$ cat src/rtl/brzc_pkg.sv
`timescale 1ns / 1ps
// ----------------------------------------------------------------------------
// brzc_pkg
// shared types and constants of the mark bitmap dead-word counter
// ----------------------------------------------------------------------------
package brzc_pkg;

  localparam int WORD_BITS    = 32;
  localparam int BITMAP_WORDS = 1024;
  localparam int TOTAL_BITS   = WORD_BITS * BITMAP_WORDS;

  localparam int ADDR_W  = 30;
  localparam int OP_W    = 2;
  localparam int WIDX_W  = 10;
  localparam int DATA_W  = 32;
  localparam int COUNT_W = 16;
  localparam int PADDR_W = 3;

  localparam int WADDR_W = $clog2(BITMAP_WORDS);
  localparam int BIT_W   = $clog2(WORD_BITS);
  localparam int POS_W   = WADDR_W + BIT_W;
  localparam int POP_W   = $clog2(WORD_BITS + 1);

  localparam logic [COUNT_W-1:0] COUNT_MAX = '1;

  typedef enum logic [OP_W-1:0] {
    OP_CLEAR = 2'd0,
    OP_WRITE = 2'd1,
    OP_COUNT = 2'd2,
    OP_NONE  = 2'd3
  } op_t;

  localparam logic REG_HEAP_START = 1'b0;

  typedef struct packed {
    logic             valid;
    logic             first;
    logic             last;
    logic [BIT_W-1:0] lo;
    logic [BIT_W-1:0] hi;
  } cnt_ctrl_t;

endpackage

$ cat src/rtl/brzc_count.sv
`timescale 1ns / 1ps
// ----------------------------------------------------------------------------
// brzc_count
// masks each bitmap word read back and accumulates its clear bits
// ----------------------------------------------------------------------------
module brzc_count
  import brzc_pkg::*;
(
  input  logic                 clk,
  input  logic                 rst,
  input  cnt_ctrl_t            ctrl,
  input  logic [WORD_BITS-1:0] rd_data,
  output logic                 fin,
  output logic [COUNT_W-1:0]   total
);

  cnt_ctrl_t            ctrl_q;
  logic [WORD_BITS-1:0] mask;
  logic [POP_W-1:0]     pop;
  logic [COUNT_W:0]     base;
  logic [COUNT_W:0]     sum;

  // control travels with the read so it lines up with the data
  always_ff @(posedge clk) begin
    if (rst) begin
      ctrl_q <= '0;
    end else begin
      ctrl_q <= ctrl;
    end
  end

  always_comb begin
    for (int b = 0; b < WORD_BITS; b++) begin
      mask[b] = (BIT_W'(b) >= ctrl_q.lo) && (BIT_W'(b) <= ctrl_q.hi);
    end
  end

  assign pop  = POP_W'($countones(~rd_data & mask));
  assign base = ctrl_q.first ? '0 : {1'b0, total};
  assign sum  = base + (COUNT_W+1)'(pop);

  always_ff @(posedge clk) begin
    if (rst) begin
      fin <= 1'b0;
    end else begin
      fin <= ctrl_q.valid && ctrl_q.last;
    end
  end

  always_ff @(posedge clk) begin
    if (ctrl_q.valid) begin
      total <= sum[COUNT_W] ? COUNT_MAX : sum[COUNT_W-1:0];
    end
  end

endmodule

$ cat config.mk
export PLATFORM = sky130hd
export DESIGN_NAME = brzc_count
export DESIGN_NICKNAME = d
export VERILOG_FILES = /design/src/rtl/brzc_pkg.sv /design/src/rtl/brzc_count.sv
export SDC_FILE = /design/constraint.sdc
export NUM_CORES = 1
export LEC_CHECK = 0
export BUFFER_PORTS_ARGS = -buffer_cell sky130_fd_sc_hd__buf_2
export CORE_MARGIN = 2
export CORE_UTILIZATION = 55
export CTS_BUF_LIST = sky130_fd_sc_hd__clkbuf_4 sky130_fd_sc_hd__clkbuf_8
export DETAILED_ROUTE_END_ITERATION = 8
export GPL_ROUTABILITY_DRIVEN = 0
export PLACE_DENSITY = 0.84
export SLEW_MARGIN = 0
export SYNTH_ARGS = -nofsm -noshare
export SYNTH_HDL_FRONTEND = slang
export SYNTH_SLANG_ARGS = --single-unit
$ cat constraint.sdc
create_clock -name clk -period 12.61 [get_ports clk]
set_input_delay 3.783 -clock clk [delete_from_list [all_inputs] [get_ports clk]]
set_output_delay 3.783 -clock clk [all_outputs]
set_load 0.02 [all_outputs]
* Word-level counts from Yosys, hierarchy flattened
Cells that the tools add are included.
** Storage, ports and cells
- Flip-flop bits (word level) :: 30
- Word-level logic and storage cells :: 139
- Input bits :: 47
** Cells by class
- $add $sub $neg :: 32
- Bitwise operators :: 2
- Order comparisons :: 64
- Reduce and logical (&&, ||, !) cells :: 33
- Mux-type cells :: 1
** Operators by type and width (count)
- $ge A5 B5 Y1 const A :: 16
- $le A5 B5 Y1 const A :: 16
- $ge A4 B5 Y1 const A :: 8
- $le A4 B5 Y1 const A :: 8
- $logic_and A1 B1 Y1 :: 33
- $add A1 B1 Y2 :: 16
- $and A32 B32 Y32 :: 1
- $not A32 Y32 :: 1
- $add A2 B2 Y3 :: 8
- $ge A3 B5 Y1 const A :: 4
- $le A3 B5 Y1 const A :: 4
- $add A16 B6 Y17 :: 1
- $add A3 B3 Y4 :: 4
- $mux W16 :: 1
- $add A4 B4 Y5 :: 2
- $ge A1 B5 Y1 const A :: 2
- $ge A2 B5 Y1 const A :: 2
- $le A1 B5 Y1 const A :: 2
- $le A2 B5 Y1 const A :: 2
- $add A5 B5 Y6 :: 1

* Longest topological paths before layout
Gate-level depths: netlist (run 1).
- Depth after elaboration :: 9
- Depth in mapped cells :: 22

* Worst setup path before layout (run 1)
No wires, ideal clock.
- Path type :: in2reg
- From :: input port rd_data[6]
- To :: register total[14] (data pin)
- Data required time :: 12.350 ns
- Path slack :: 3.032 ns
- Path buffers :: 0
- Library setup time :: 0.260 ns
- Data arrival time :: 9.318 ns
- Stages on the path :: 16
- Path through :: or4b_2 > fa_1 > fa_1 > fa_1 > fa_1 > fa_1 > inv_1 > fa_1 > inv_1 > fa_1 > fa_1 > nor2b_4 > o31ai_2 > a31oi_4 > nand4_1 > mux2_2
** Between the ends
- Cells in the longest elaborated chain, start to end :: 8
** RTL lines
- from (decl) :: RTL line brzc_count.sv:12 : input logic [WORD_BITS-1:0] rd_data,
- $not A32 Y32 :: RTL line brzc_count.sv:38 : assign pop = POP_W'($countones(~rd_data & mask));
- $and A32 B32 Y32 :: RTL line brzc_count.sv:38
- $add A1 B1 Y2 (implied by the code) :: RTL line brzc_count.sv:38
- $add A2 B2 Y3 (implied by the code) :: RTL line brzc_count.sv:38
- $add A3 B3 Y4 (implied by the code) :: RTL line brzc_count.sv:38
- $add A4 B4 Y5 (implied by the code) :: RTL line brzc_count.sv:38
- $add A5 B5 Y6 (implied by the code) :: RTL line brzc_count.sv:38
- $add A16 B6 Y17 :: RTL line brzc_count.sv:40 : assign sum = base + (COUNT_W+1)'(pop);
- to (signal assigned) :: RTL line brzc_count.sv:52 : total <= sum[COUNT_W] ? COUNT_MAX : sum[COUNT_W-1:0];
- to (decl) :: RTL line brzc_count.sv:14 : output logic [COUNT_W-1:0] total
Every way passes these cells.
A chain may end at the register's enable or synchronous reset.

* Final worst setup path (run 1)
Same ends and word-level chain as after synthesis.

==> results.py, run 1 <==
metrics = {
    "route": {
        "dr_total_vias": 2549,
        "viasPerCell": 5.79,
        "wl_um": 6910,
        "drt_iter0_drc": 271,
        "ant_nets": 0,
        "avgRoutedWirePerCell_um": 15.7,
        "drc": 0,
        "dr.pass1.iters": 5,
    },
    "hold_path": {
        "hold_class": "reg2reg",
        "min_from": "ctrl_q[10]",
        "hold_depth": 2,
    },
    "clocking": {
        "cts.sinks": 30,
        "clock_latency_ns": 0.28,
        "cts-root-buf": "clkbuf_8",
        "cts.clk_slew.worst_paths_ns": 0.07,
        "htreeDepth": 2,
        "hold_buffers": 0,
        "post_cts_buffers": 0,
        "cts_tree": "done",
        "cts_buffer_depth": 2,
        "cts_buffers": 5,
        "cts_resized": 0,
    },
    "finish": {
        "final_common_cell": "buf_2",
        "nNetsFinal": 457,
        "n_antenna_cell": 0,
        "area_growth_pct": 15.5,
        "drive_gt1_share_pct": 21.9,
        "most-common-layout-cells": "buf_2, inv_1, nand2_1",
        "final_core_util_pct": 65.3,
    },
    "sta": {
        "period_share_pct": 75.7,
        "finalHoldViolCount": 0,
        "maxSlewHeadroom_pct": 37.4,
        "finalSetupViolations": 0,
        "whs_ns": 0.438,
        "fin_ws_ns": 3.06,
        "finalMaxSlewViolations": 0,
        "tns_ns": 0,
        "fmax_mhz": 105,
        "final.setup_skew_ns": 0.00572,
        "grt_setup_unrepaired": "no",
        "fin_crit_ns": 9.55,
        "worst_pin_slew_ns": 0.916,
    },
    "power": {
        "ir_drop_mv": 0.149,
        "power.leakage_nw": 1.52,
        "power_density_nw_per_um2": 138,
    },
    "synth": {
        "synth_area_um2": 2850,
        "syn_avg_cell_area_um2": 9.10,
        "syn_inst": 313,
        "synth_edf_count": 16,
        "synth_area_leaders": "fa_1, edfxtp_1, dfxtp_1",
        "async_flop_share_pct": 0,
        "synth_cell_types": 53,
        "syn_nets": 401,
        "yosys.area.top_type_share_pct": 18.3,
        "synth_warnings": 0,
        "ys_seq_area_share_pct": 26.7,
        "ys_seq_elements": 30,
        "synth_ff_type": "edfxtp_1",
        "synth_largest_area_cell": "fa_1",
    },
    "placed_design": {
        "place.detailed.hpwl_um": 5330,
        "place_ws_ns": 2.78,
        "io_buffers": 63,
    },
    "floorplanning": {
        "start_util_pct": 56.5,
        "coreArea_um2": 5040,
        "core.rowCount": 26,
        "die_h_um": 76.0,
        "dieArea_um2": 5770,
        "io_pins": 64,
        "die_w_um": 76.0,
    },
    "global_route": {
        "grt_use_total_pct": 24.4,
        "grt_pass1_wl_um": 11600,
        "grt_max_degree": 21,
        "grt_antenna_before_repair": 0,
        "grt_pass1_vias": 2474,
        "grt_overflow": 0,
    },
    "setup_path": {
        "endpoint_kind": "register",
        "r2r_cells": 18,
        "worstReg2RegStart": "ctrl_q[4]",
        "critPathMaxFanout": 6,
        "setup.worst_path.class": "in2reg",
        "critPathRequiredTime_ns": 12.65,
        "worstSetupStartpoint": "rd_data[6]",
        "arrival_ns": 9.59,
        "startpoint_type": "primary input",
    },
    "run": {
        "drv_cap": 0,
    },
    "outcome": {
        "status": "completed",
    },
}
cell usage after synthesis, types with 2 or more instances:
library cell and instances:
inv_1 38, nand2_1 31, fa_1 26, nor2b_1 25, edfxtp_1 16, nor2_1 16
o21ai_0 16, ha_1 15, a21oi_1 14, dfxtp_1 14, clkbuf_1 12, nand2b_1 6
or3_1 6, or4_1 6, nand3_1 5, nor3_1 5, a2111o_1 4, a211oi_1 4
and3_1 4, mux2i_1 3, nor3b_1 3, nor4_1 3, xnor2_1 3, a2111oi_0 2
and2_1 2, buf_2 2, nand4b_1 2, o211ai_1 2, o221ai_1 2, or4b_2 2
xor2_1 2
area by class of cell:
| cell class | instances | area [um^2] |
|---|---|---|
| Fill cell | 407 | 1750 |
| Sequential cell | 30 | 761 |
| Clock buffer | 6 | 82.6 |
| Tap cell | 70 | 87.6 |
| Multi-Input combinational cell | 231 | 1890 |
| Timing Repair Buffer | 63 | 315 |
| Clock inverter | 2 | 11.3 |
| Inverter | 38 | 143 |
cells by family after synthesis:
family / Yosys count / synth area share, %
AOI/OAI and AO/OA: 59 / 14.9
xor gates and xnor gates: 5 / 1.54
adders and majority gates: 41 / 24.9
buffers and inverters: 52 / 6.94
DFF: 30 / 26.7
muxes: 4 / 1.45
and+or+nand+nor: 122 / 23.6
flip-flops by register name, summed over array words and instances, names as in the netlist:
name,flops
fin,1
total,16
ctrl_q,13
worst max-delay path: stages:
cell	delay, ns
buf_2	0.10
or4b_2	0.68
fa_1	0.54
fa_1	0.44
fa_1	0.52
fa_1	0.52
fa_1	0.55
inv_1	0.06
fa_1	0.53
inv_1	0.06
fa_1	0.44
fa_1	0.43
nor2b_4	0.15
o31ai_2	0.10
a31oi_4	0.25
nand4_1	0.15
mux2_2	0.29
through the flow:
step / power, mW / std cells / cell area [um^2]
floorplan: 0.307 / 313 / 2850
global placement: 0.360 / 432 / 3200
detailed placement: 0.369 / 432 / 3200
CTS: 0.457 / 440 / 3290
global route: 0.492 / 440 / 3290
finish: 0.453 / 440 / 3290
per-layer routing:
metal / GRT usage, % / wire length (um) / vias to the layer above
met2: 39.5 / 3340 / 145
li1: - / - / 1198
met5: 0 / 0 / -
met4: 7.82 / 121 / 0
met3: 2.84 / 479 / 13
met1: 34.7 / 2970 / 1193
power breakdown:
| group | switching, mW | total (mW) | internal (mW) | leakage, nW |
|---|---|---|---|---|
| clock | 0.0365 | 0.0805 | 0.0439 | 0.0515 |
| combinational | 0.134 | 0.233 | 0.0990 | 1.20 |
| sequential | 0.0149 | 0.139 | 0.124 | 0.268 |
| total | 0.186 | 0.453 | 0.267 | 1.52 |
path summary, 6_finish.rpt:
kind	to	slack, ns
max reg2reg	total[14]	5.66
min	fin	0.44
max	total[14]	3.06
min reg2reg	fin	0.44
Power figures use the tool's default switching activity.
==> inputs of run 2 (changes only) <==
Settings changed: CORE_UTILIZATION 55 to 51, PLACE_DENSITY 0.84 to 0.82.
Clock period 12.61 ns to 8.46 ns, I/O delays scaled along.
==> results.py, run 2 (synthesis gave the netlist of run 1 again) <==
metrics = {
    "floorplanning": {
        "start_util_pct": 52.4,
        "core.rowCount": 27,
        "dieArea_um2": 6200,
        "io_pins": 64,
        "coreArea_um2": 5440,
        "die_w_um": 78.7,
        "die_h_um": 78.7,
    },
    "sta": {
        "grt_setup_unrepaired": "no",
        "fmax_mhz": 122,
        "finalSetupViolations": 0,
        "finalMaxSlewViolations": 0,
        "finalHoldViolCount": 0,
        "worst_pin_slew_ns": 0.741,
        "tns_ns": 0,
        "fin_ws_ns": 0.247,
        "fin_crit_ns": 8.21,
        "maxSlewHeadroom_pct": 50.5,
        "whs_ns": 0.422,
        "period_share_pct": 97.1,
        "final.setup_skew_ns": 0.00383,
    },
    "clocking": {
        "cts-root-buf": "clkbuf_8",
        "cts.clk_slew.worst_paths_ns": 0.06,
        "htreeDepth": 2,
        "clock_latency_ns": 0.28,
        "cts.sinks": 30,
        "cts_tree": "done",
        "cts_buffers": 5,
        "hold_buffers": 0,
        "cts_buffer_depth": 2,
    },
    "route": {
        "dr.pass1.iters": 5,
        "viasPerCell": 5.60,
        "avgRoutedWirePerCell_um": 14.7,
        "dr_total_vias": 2480,
        "drt_iter0_drc": 228,
        "ant_nets": 0,
        "drc": 0,
        "wl_um": 6490,
    },
    "global_route": {
        "grt_use_total_pct": 22.2,
        "grt_overflow": 0,
        "grt_pass1_vias": 2374,
        "grt_antenna_before_repair": 0,
        "grt_pass1_wl_um": 10900,
        "grt_max_degree": 21,
    },
    "finish": {
        "multi_input_area_um2": 1900,
        "fin_area_um2": 3350,
        "most-common-layout-cells": "buf_2, inv_1, nand2_1",
        "drive_gt1_share_pct": 22.1,
        "fillers": 482,
        "area_growth_pct": 17.6,
        "largest_reg_flops": 16,
        "nNetsFinal": 458,
        "regArea_um2": 761,
        "final_common_cell": "buf_2",
        "n_antenna_cell": 0,
        "regMostFlops": "total",
        "reg_top3": "total x16, ctrl_q x13, fin x1",
    },
    "setup_path": {
        "worstSetupStartpoint": "rd_data[6]",
        "critPathCapture": "total[14]",
        "crit_family": "adder cells",
        "critPathMaxFanout": 3,
        "crit_top_cell": "fa_1",
        "r2r_end": "total[14]",
        "cpPeakStageDelay_ns": 0.68,
        "endpoint_kind": "register",
        "crit_cells": 17,
        "slowest_stage": "or4b_2",
        "setup.worst_path.class": "in2reg",
        "worstReg2RegStart": "ctrl_q[4]",
        "startpoint_type": "primary input",
        "r2r_slack_ns": 1.57,
        "crit_buf_inv": 3,
        "critPathRequiredTime_ns": 8.49,
        "crit_chain": "buf_2 > or4b_2 > fa_1 > fa_1 > fa_1 > fa_1 > fa_1 > inv_1 > fa_1 > inv_1 > fa_1 > fa_2 > nor2b_4 > o31ai_2 > a31oi_4 > nand4_1 > mux2_2",
        "r2r_cells": 18,
        "arrival_ns": 8.25,
    },
    "power": {
        "swShare_pct": 36.6,
        "share_comb_of_total_power_pct": 46.6,
        "seqPwrFrac_pct": 29.2,
        "power.leakage_nw": 1.54,
        "ir_drop_mv": 0.154,
        "p_clk_share_pct": 24.2,
        "p_sw_uw": 258,
        "power_density_nw_per_um2": 211,
        "p_int_uw": 447,
    },
    "placed_design": {
        "place.detailed.hpwl_um": 5080,
        "io_buffers": 63,
        "place_ws_ns": -0.0950,
        "placed_area_um2": 3210,
    },
    "run": {
        "drv_cap": 0,
    },
    "hold_path": {
        "hold_class": "reg2reg",
    },
    "outcome": {
        "status": "completed",
    },
}
-- run 2: cell types whose count changed in the layout (fill, tap and decap cells not counted), sizes merged --
cell,change
bufinv,+2
buf,+1
clkbuf,-1
inv,-1
-- run 2: area by class of cell --
class | instances | share of cell area [%]
Inverter | 38 | 4.26
Tap cell | 72 | 2.69
Clock inverter | 3 | 1.91
Timing Repair Buffer | 64 | 9.64
Multi-Input combinational cell | 231 | 56.7
Sequential cell | 30 | 22.7
Clock buffer | 5 | 2.05
-- run 2: worst min path at each step --
stage | slack [ns] | start | to | cells past startpoint
floorplan | 0.40 | ctrl_q[10] | fin | 2
global placement | 0.41 | ctrl_q[10] | fin | 2
detailed placement | 0.41 | ctrl_q[10] | fin | 2
CTS | 0.42 | ctrl_q[10] | fin | 2
global route | 0.46 | ctrl_q[10] | fin | 2
finish | 0.42 | ctrl_q[10] | fin | 2
-- run 2: stage by stage --
step                      instances  utilization, %  total power, mW
after floorplan                 313               -            0.458
after global placement          435            59.0            0.527
after detailed placement        435            59.0            0.540
after CTS                       443            61.4            0.711
after global routing            443            61.6            0.768
final                           443            61.6            0.705
-- run 2: per-layer routing --
| metal | routed length [um] | track usage [%] | vias up |
|---|---|---|---|
| met4 | 161 | 10.0 | 0 |
| met1 | 2750 | 30.5 | 1160 |
| met3 | 436 | 3.30 | 18 |
| li1 | - | - | 1196 |
| met2 | 3150 | 35.0 | 106 |
| met5 | 0 | 0 | - |
-- run 2: tightest hold or removal path: stages (launching register included) --
cell and delay (ns):
dfxtp_1 0.30, nand2_1 0.05, nor2_1 0.04
-- run 2: timing repair --
item	4_1_cts	5_1_grt
endpoints found under the setup margin	0	9
gates resized for setup	0	2
buffers inserted	0	0
-- run 2: power groups by stage --
stage	logic (mW)	clock network [mW]	registers, mW
floorplan	0.242	0	0.215
global placement	0.318	0	0.209
detailed placement	0.331	0	0.209
CTS	0.333	0.172	0.206
global route	0.378	0.181	0.210
finish	0.329	0.170	0.206
==> inputs of run 3 (changes only) <==
Settings changed: CORE_UTILIZATION 51 to 55, PLACE_DENSITY 0.82 to 0.84.
Clock period 8.46 ns to 9.65 ns, I/O delays scaled along.
==> results.py, run 3 (synthesis gave the netlist of run 1 again) <==
metrics = {
    "route": {
        "drt_iter0_drc": 311,
        "avgRoutedWirePerCell_um": 16.1,
        "drc": 0,
        "ant_nets": 0,
        "wl_um": 7070,
        "viasPerCell": 5.86,
        "dr.pass1.iters": 5,
        "dr_total_vias": 2580,
    },
    "floorplanning": {
        "io_pins": 64,
        "core.rowCount": 26,
        "dieArea_um2": 5770,
        "die_w_um": 76.0,
        "coreArea_um2": 5040,
        "start_util_pct": 56.5,
        "die_h_um": 76.0,
    },
    "setup_path": {
        "cpPeakStageDelay_ns": 0.68,
        "slowest_stage": "or4b_2",
        "crit_top_cell": "fa_1",
        "startpoint_type": "primary input",
        "critPathMaxFanout": 6,
        "critPathRequiredTime_ns": 9.69,
        "endpoint_kind": "register",
        "crit_chain": "buf_2 > or4b_2 > fa_1 > fa_1 > fa_1 > fa_1 > fa_1 > inv_1 > fa_1 > inv_1 > fa_1 > fa_1 > nor2b_4 > o31ai_2 > a31oi_4 > nand4_1 > mux2_2",
        "setup.worst_path.class": "in2reg",
        "arrival_ns": 8.69,
    },
    "global_route": {
        "grt_overflow": 0,
        "use_met1_pct": 35.5,
        "grt_pass1_wl_um": 11900,
        "grt_antenna_before_repair": 0,
        "grt_max_degree": 21,
        "grt_pass1_vias": 2550,
        "busiest_layer": "met2",
        "use_met2_pct": 41.2,
        "grtUsageMet3_pct": 4.50,
        "grt_use_total_pct": 25.7,
    },
    "power": {
        "ir_drop_mv": 0.200,
        "fin_total_pwr_uw": 610,
        "power.leakage_nw": 1.52,
        "power_density_nw_per_um2": 184,
    },
    "sta": {
        "maxSlewHeadroom_pct": 37.7,
        "grt_setup_unrepaired": "no",
        "finalSetupViolations": 0,
        "finalHoldViolCount": 0,
        "fmax_mhz": 116,
        "finalMaxSlewViolations": 0,
        "worst_pin_slew_ns": 0.911,
        "fin_crit_ns": 8.65,
        "final.setup_skew_ns": 0.00792,
        "fin_ws_ns": 1.00,
        "period_share_pct": 89.6,
        "tns_ns": 0,
    },
    "hold_path": {
        "hold_class": "reg2reg",
    },
    "clocking": {
        "cts-root-buf": "clkbuf_8",
        "cts.sinks": 30,
        "post_cts_buffers": 0,
        "cts_buffer_depth": 2,
        "cts_buffers": 5,
        "clock_latency_ns": 0.28,
        "htreeDepth": 2,
        "cts_resized": 0,
        "cts.clk_slew.worst_paths_ns": 0.07,
        "cts_tree": "done",
        "hold_buffers": 0,
    },
    "finish": {
        "fillers": 416,
        "nNetsFinal": 457,
        "regMostFlops": "total",
        "most-common-layout-cells": "buf_2, inv_1, nand2_1",
        "final_common_cell": "buf_2",
        "n_antenna_cell": 0,
        "drive_gt1_share_pct": 21.9,
        "reg_top3": "total x16, ctrl_q x13, fin x1",
        "area_growth_pct": 16.0,
        "final_core_util_pct": 65.6,
        "largest_reg_flops": 16,
        "stdcell_count": 440,
    },
    "outcome": {
        "status": "completed",
    },
    "placed_design": {
        "placed_cells": 432,
        "io_buffers": 63,
        "place.detailed.hpwl_um": 5350,
        "place_ws_ns": 0.710,
    },
    "run": {
        "drv_cap": 0,
    },
}
==> run 3: cell count changes in the layout (fill, tap and decap cells not counted) <==
cell / delta
nand3_4: -1
nand3_2: +1
fa_1: +1
clkinv_1: -1
fa_2: -1
bufinv_16: -1
buf_4: -1
clkinv_2: +2
==> run 3: per-layer routing <==
layer / part of all wire [%] / routed length, um / up-vias
met3: 7.1 / 500 / 25
met1: 42 / 2960 / 1214
met4: 2.6 / 185 / 0
met2: 48 / 3420 / 148
met5: 0 / 0 / -
li1: - / - / 1193
==> run 3: cell type report <==
| class | count | area, um^2 | share of cell area (%) |
|---|---|---|---|
| Sequential cell | 30 | 761 | 23.0 |
| Inverter | 38 | 143 | 4.31 |
| Clock buffer | 5 | 68.8 | 2.08 |
| Timing Repair Buffer | 63 | 315 | 9.54 |
| Tap cell | 70 | 87.6 | 2.65 |
| Multi-Input combinational cell | 231 | 1890 | 57.2 |
| Clock inverter | 3 | 40.0 | 1.21 |
==> run 3: stage by stage <==
step	hold slack, ns	instance area, um^2
3_5_place_dp	0.403	3200
2_1_floorplan	0.395	2850
5_1_grt	0.436	3310
3_3_place_gp	0.399	3200
6_report	0.413	3310
4_1_cts	0.413	3310
==> run 3: power by group <==
group	internal (mW)	total, mW	switching [mW]	leakage, nW
combinational	0.129	0.303	0.174	1.20
clock	0.0759	0.124	0.0481	0.0579
sequential	0.163	0.183	0.0198	0.268
total	0.368	0.610	0.242	1.52
==> run 3: worst paths after layout <==
path	endpoint	startpoint	depth (start not counted)	slack (ns)
max	total[14]	rd_data[6]	17	1.00
min	fin	ctrl_q[10]	2	0.41
max reg2reg	total[14]	ctrl_q[4]	18	2.70
min reg2reg	fin	ctrl_q[10]	2	0.41
==> run 3: critical path, delay by kind of cell <==
kind | cells | cell delay, ns
AOI/OAI and AO/OA | 2 | 0.35
adders and majority gates | 8 | 3.98
buffers and inverters | 3 | 0.22
muxes | 1 | 0.28
and+or+nand+nor | 3 | 0.97
